==> src/sauv_pkg.sv <==
// shared types, constants and register codes for the sauvola binarizer
package sauv_pkg;

    localparam int HALF_WINDOW_DEF = 6;
    localparam int MAX_WIDTH_DEF   = 1024;
    localparam int HEIGHT_LIMIT    = 1024;
    localparam int CFG_DW          = 11;
    localparam int CFG_IW          = 3;
    localparam int ROW_W           = 11;

    localparam logic [CFG_IW-1:0] REG_IMAGE_WIDTH  = 3'd0;
    localparam logic [CFG_IW-1:0] REG_IMAGE_HEIGHT = 3'd1;
    localparam logic [CFG_IW-1:0] REG_K_GAIN       = 3'd2;
    localparam logic [CFG_IW-1:0] REG_RANGE_SHIFT  = 3'd3;

    localparam logic [10:0] WIDTH_RESET  = 11'd640;
    localparam logic [10:0] HEIGHT_RESET = 11'd480;
    localparam logic [7:0]  K_RESET      = 8'd87;
    localparam logic [3:0]  RANGE_RESET  = 4'd8;
    localparam logic [3:0]  RANGE_MAX    = 4'd8;

    typedef struct packed {
        logic [7:0] pixel;
        logic       drain;
    } in_item_t;

    typedef struct packed {
        logic binary;
        logic frame_last;
    } out_item_t;

    typedef enum logic [3:0] {
        ST_IDLE,
        ST_SUM,
        ST_FLUSH,
        ST_VAR,
        ST_DIFF,
        ST_SQRT,
        ST_THR,
        ST_TSUM,
        ST_MUL,
        ST_OUT
    } state_t;

    typedef struct packed {
        logic idle;
        logic issue;
        logic var_calc;
        logic diff;
        logic sqrt_step;
        logic thr;
        logic tsum;
        logic mul;
        logic finish;
    } cmd_t;

    typedef struct packed {
        logic start;
        logic issue_done;
        logic sqrt_done;
        logic out_free;
    } status_t;

endpackage

==> src/sauv_ctrl.sv <==
// controller state machine sequencing window read, variance, sqrt and threshold
module sauv_ctrl (
    input  logic              aclk,
    input  logic              aresetn,
    input  sauv_pkg::status_t status,
    output sauv_pkg::cmd_t    cmd
);

    sauv_pkg::state_t state_reg, state_next;

    always_ff @(posedge aclk) begin
        if (!aresetn) begin
            state_reg <= sauv_pkg::ST_IDLE;
        end else begin
            state_reg <= state_next;
        end
    end

    always_comb begin
        state_next = state_reg;
        case (state_reg)
            sauv_pkg::ST_IDLE:  if (status.start) state_next = sauv_pkg::ST_SUM;
            sauv_pkg::ST_SUM:   if (status.issue_done) state_next = sauv_pkg::ST_FLUSH;
            sauv_pkg::ST_FLUSH: state_next = sauv_pkg::ST_VAR;
            sauv_pkg::ST_VAR:   state_next = sauv_pkg::ST_DIFF;
            sauv_pkg::ST_DIFF:  state_next = sauv_pkg::ST_SQRT;
            sauv_pkg::ST_SQRT:  if (status.sqrt_done) state_next = sauv_pkg::ST_THR;
            sauv_pkg::ST_THR:   state_next = sauv_pkg::ST_TSUM;
            sauv_pkg::ST_TSUM:  state_next = sauv_pkg::ST_MUL;
            sauv_pkg::ST_MUL:   state_next = sauv_pkg::ST_OUT;
            sauv_pkg::ST_OUT:   if (status.out_free) state_next = sauv_pkg::ST_IDLE;
            default:            state_next = sauv_pkg::ST_IDLE;
        endcase
    end

    always_comb begin
        cmd = '0;
        case (state_reg)
            sauv_pkg::ST_IDLE: cmd.idle      = 1'b1;
            sauv_pkg::ST_SUM:  cmd.issue     = 1'b1;
            sauv_pkg::ST_VAR:  cmd.var_calc  = 1'b1;
            sauv_pkg::ST_DIFF: cmd.diff      = 1'b1;
            sauv_pkg::ST_SQRT: cmd.sqrt_step = 1'b1;
            sauv_pkg::ST_THR:  cmd.thr       = 1'b1;
            sauv_pkg::ST_TSUM: cmd.tsum      = 1'b1;
            sauv_pkg::ST_MUL:  cmd.mul       = 1'b1;
            sauv_pkg::ST_OUT:  cmd.finish    = 1'b1;
            default:           cmd           = '0;
        endcase
    end

endmodule

==> config.mk <==
export PLATFORM = sky130hd
export DESIGN_NAME = sauv_ctrl
export DESIGN_NICKNAME = d
export VERILOG_FILES = /design/src/sauv_pkg.sv /design/src/sauv_ctrl.sv
export SDC_FILE = /design/constraint.sdc
export NUM_CORES = 1
export LEC_CHECK = 0
export BUFFER_PORTS_ARGS = -buffer_cell sky130_fd_sc_hd__buf_2
export CAP_MARGIN = 10
export CELL_PAD_IN_SITES_DETAIL_PLACEMENT = 0
export CELL_PAD_IN_SITES_GLOBAL_PLACEMENT = 1
export CORE_AREA = 2 2 39 41
export CTS_CLUSTER_DIAMETER = 120
export DETAILED_ROUTE_END_ITERATION = 8
export DIE_AREA = 0 0 41 43
export GPL_ROUTABILITY_DRIVEN = 0
export PLACE_DENSITY_LB_ADDON = 0.05
export SLEW_MARGIN = 20
export SYNTH_ARGS = -nofsm -noshare
export SYNTH_HDL_FRONTEND = slang
export SYNTH_SLANG_ARGS = --single-unit
==> constraint.sdc <==
create_clock -name aclk -period 4.7 [get_ports aclk]
set_clock_uncertainty 0.2 [all_clocks]
set_input_delay 0.47 -clock aclk [delete_from_list [all_inputs] [get_ports aclk]]
set_output_delay 0.47 -clock aclk [all_outputs]
set_load 0.01 [all_outputs]
==> metrics.yaml <==
status: "complete, no violations"
setup_slack_ns: 2.72
synth.distinct_cells: 21
fin_tns_setup_ns: 0
grt_max_degree: 13
grt_first_pass_wirelength_um: 1480
hold_viol: 0
power_leakage_nw: 0.182
cts.clk_slew.worst_paths_ns: 0.03
antenna_left: 0
period_needed_ns: 1.98
final_core_util_pct: 32.0
syn_nets: 52
cts_buffers: 3
cp_data_arrival_time_ns: 1.31
cts_resized: 0
syn2layout_area_growth_pct: 26.0
yosys.area.top_type: "dfxtp_1"
largest_reg_flops: 4
synth_area_um2: 352
max_slew_margin_pct: 70.9
drc_errors: 0
yosys_warnings: 0
fillerInstances: 158
power.density_nw_per_um2: 250
crit_fanout: 8
synth_top_area_share_pct: 22.8
rsz0062_at_grt: "no"
max_slew.worst_pin.slew_ns: 0.436
multi_input_area_um2: 235
die_y_um: 43
tritoncts: "built"
core-area_um2: 1380
crit_path_end_kind: "primary output"
placedCellCount: 73
grt.total_usage_pct: 12.9
die_w_um: 41
cts_max_level: 1
diodes: 0
required_ns: 4.03
port_buffers: 14
fmax_mhz: 505
cts_max_path_buffers: 2
cts_setup_buffers: 0
cts_hold_buf: 0
insertion_delay_ns: 0.23
io_pins: 15
synthTopCellsByArea: "dfxtp_1 23%, nor2_1 8.5%, a2111oi_4 7.8%, nand2b_1 5.3%, a211o_1 5.0%"
start_kind: "flop"
fp-row-count: 14
dp_hpwl_um: 669
finalNonFillerCells: 76
setup_viol: 0
vias: 352
wl_per_cell_um: 11.0
antenna_found_initial: 0
synthesis.instances: 46
vdd_drop_max_mv: 0.109
drt_wl_total_um: 836
path_class: "reg -> out"
ys_seq_area_share_pct: 22.8
fp.dieArea_um2: 1760
viasPerCell: 4.63
grt.overflow.total: 0
drive_above_1_share_pct: 31.7
cts_sinks: 4
firstDrtPassIters: 2
drt_iter0_drc: 1
pre_cts_ws_ns: 2.98
ys_ff_latch: 4
hold_class: "in -> reg"
root_buffer: "clkbuf_4"
fin_crit_sh_pct: 42.1
seq_area_um2: 80.1
initial_utilization_pct: 25.4
slew_viol_final: 0
maxCapViolCount: 0
avgSynthCellArea_um2: 7.64
nNetsFinal: 68
grt_pass1_vias: 328
==> layout by cell type, fill, tap and decap left out, types with 3 or more instances in the layout <==
cell      netlist  final
buf_2           2     14
nor2_1          8      8
inv_1           4      4
nand2_1         4      4
dfxtp_1         4      4
nand2b_1        3      3
nor3_1          3      3
clkbuf_4        0      3
==> cell type report <==
cell class | instances | area share, %
repair buffers | 14 | 15.8
multi-input cells | 35 | 53.1
well taps | 16 | 4.52
clock buffers | 3 | 5.08
inverters | 4 | 3.39
flip-flops and latches | 4 | 18.1
==> per-stage QoR <==
step                hold WS, ns  power [W]  cell area [µm²]
floorplan                 0.364  0.0000623              352
CTS                       0.290   0.000114              443
detailed placement        0.432  0.0000695              420
finish                    0.300   0.000111              443
global route              0.297   0.000121              443
global placement          0.441  0.0000692              420
==> cell usage after synthesis <==
master	number
buf_2	2
o21ai_0	1
inv_1	4
or2_1	1
nor2_1	8
nor2b_1	1
or2b_1	1
nor3_1	3
dfxtp_1	4
nand2b_1	3
a2111oi_4	1
o31a_1	1
a211o_1	2
a21oi_1	1
or3b_1	2
nor4_1	2
a2111oi_2	1
buf_6	1
o311a_1	1
nand2_1	4
xnor2_1	2
==> where the power goes <==
group	switching (W)	leakage, nW	internal (W)	total [W]
Clock	0.0000134	0.0138	0.0000285	0.0000419
Combinational	0.0000137	0.136	0.0000131	0.0000268
Sequential	0.00000582	0.0326	0.0000362	0.0000420
==> metal layers <==
layer / wire [µm] / part of all wire (%) / GRT usage (%)
met1: 414 / 50 / 17.3
met2: 367 / 44 / 16.9
met3: 55 / 6.6 / 3.14
met4: 0 / 0 / 10.0
met5: 0 / 0 / 0
==> final timing paths <==
path                              startpoint  slack, ns      endpoint  depth (start not counted)
worst max register to register  state_reg[0]       3.05  state_reg[3]                          3
worst max-delay path            state_reg[1]       2.72        cmd[8]                          3
worst min register to register  state_reg[1]       0.45  state_reg[2]                          3
worst min-delay path                 aresetn       0.30  state_reg[0]                          2
==> cell families after synthesis <==
family                    share of synthesized area [%]
buffers and inverters                              10.3
xor gates and xnor gates                           4.98
DFF                                                22.8
AOI/OAI and AO/OA                                  25.3
and+or+nand+nor                                    36.7
==> critical path, cell delays in order (launching register included) <==
cell     delay, ns
dfxtp_1       0.37
or2_1         0.36
nor3_1        0.18
buf_2         0.16
Note: power is estimated with default switching activity, not from simulation.
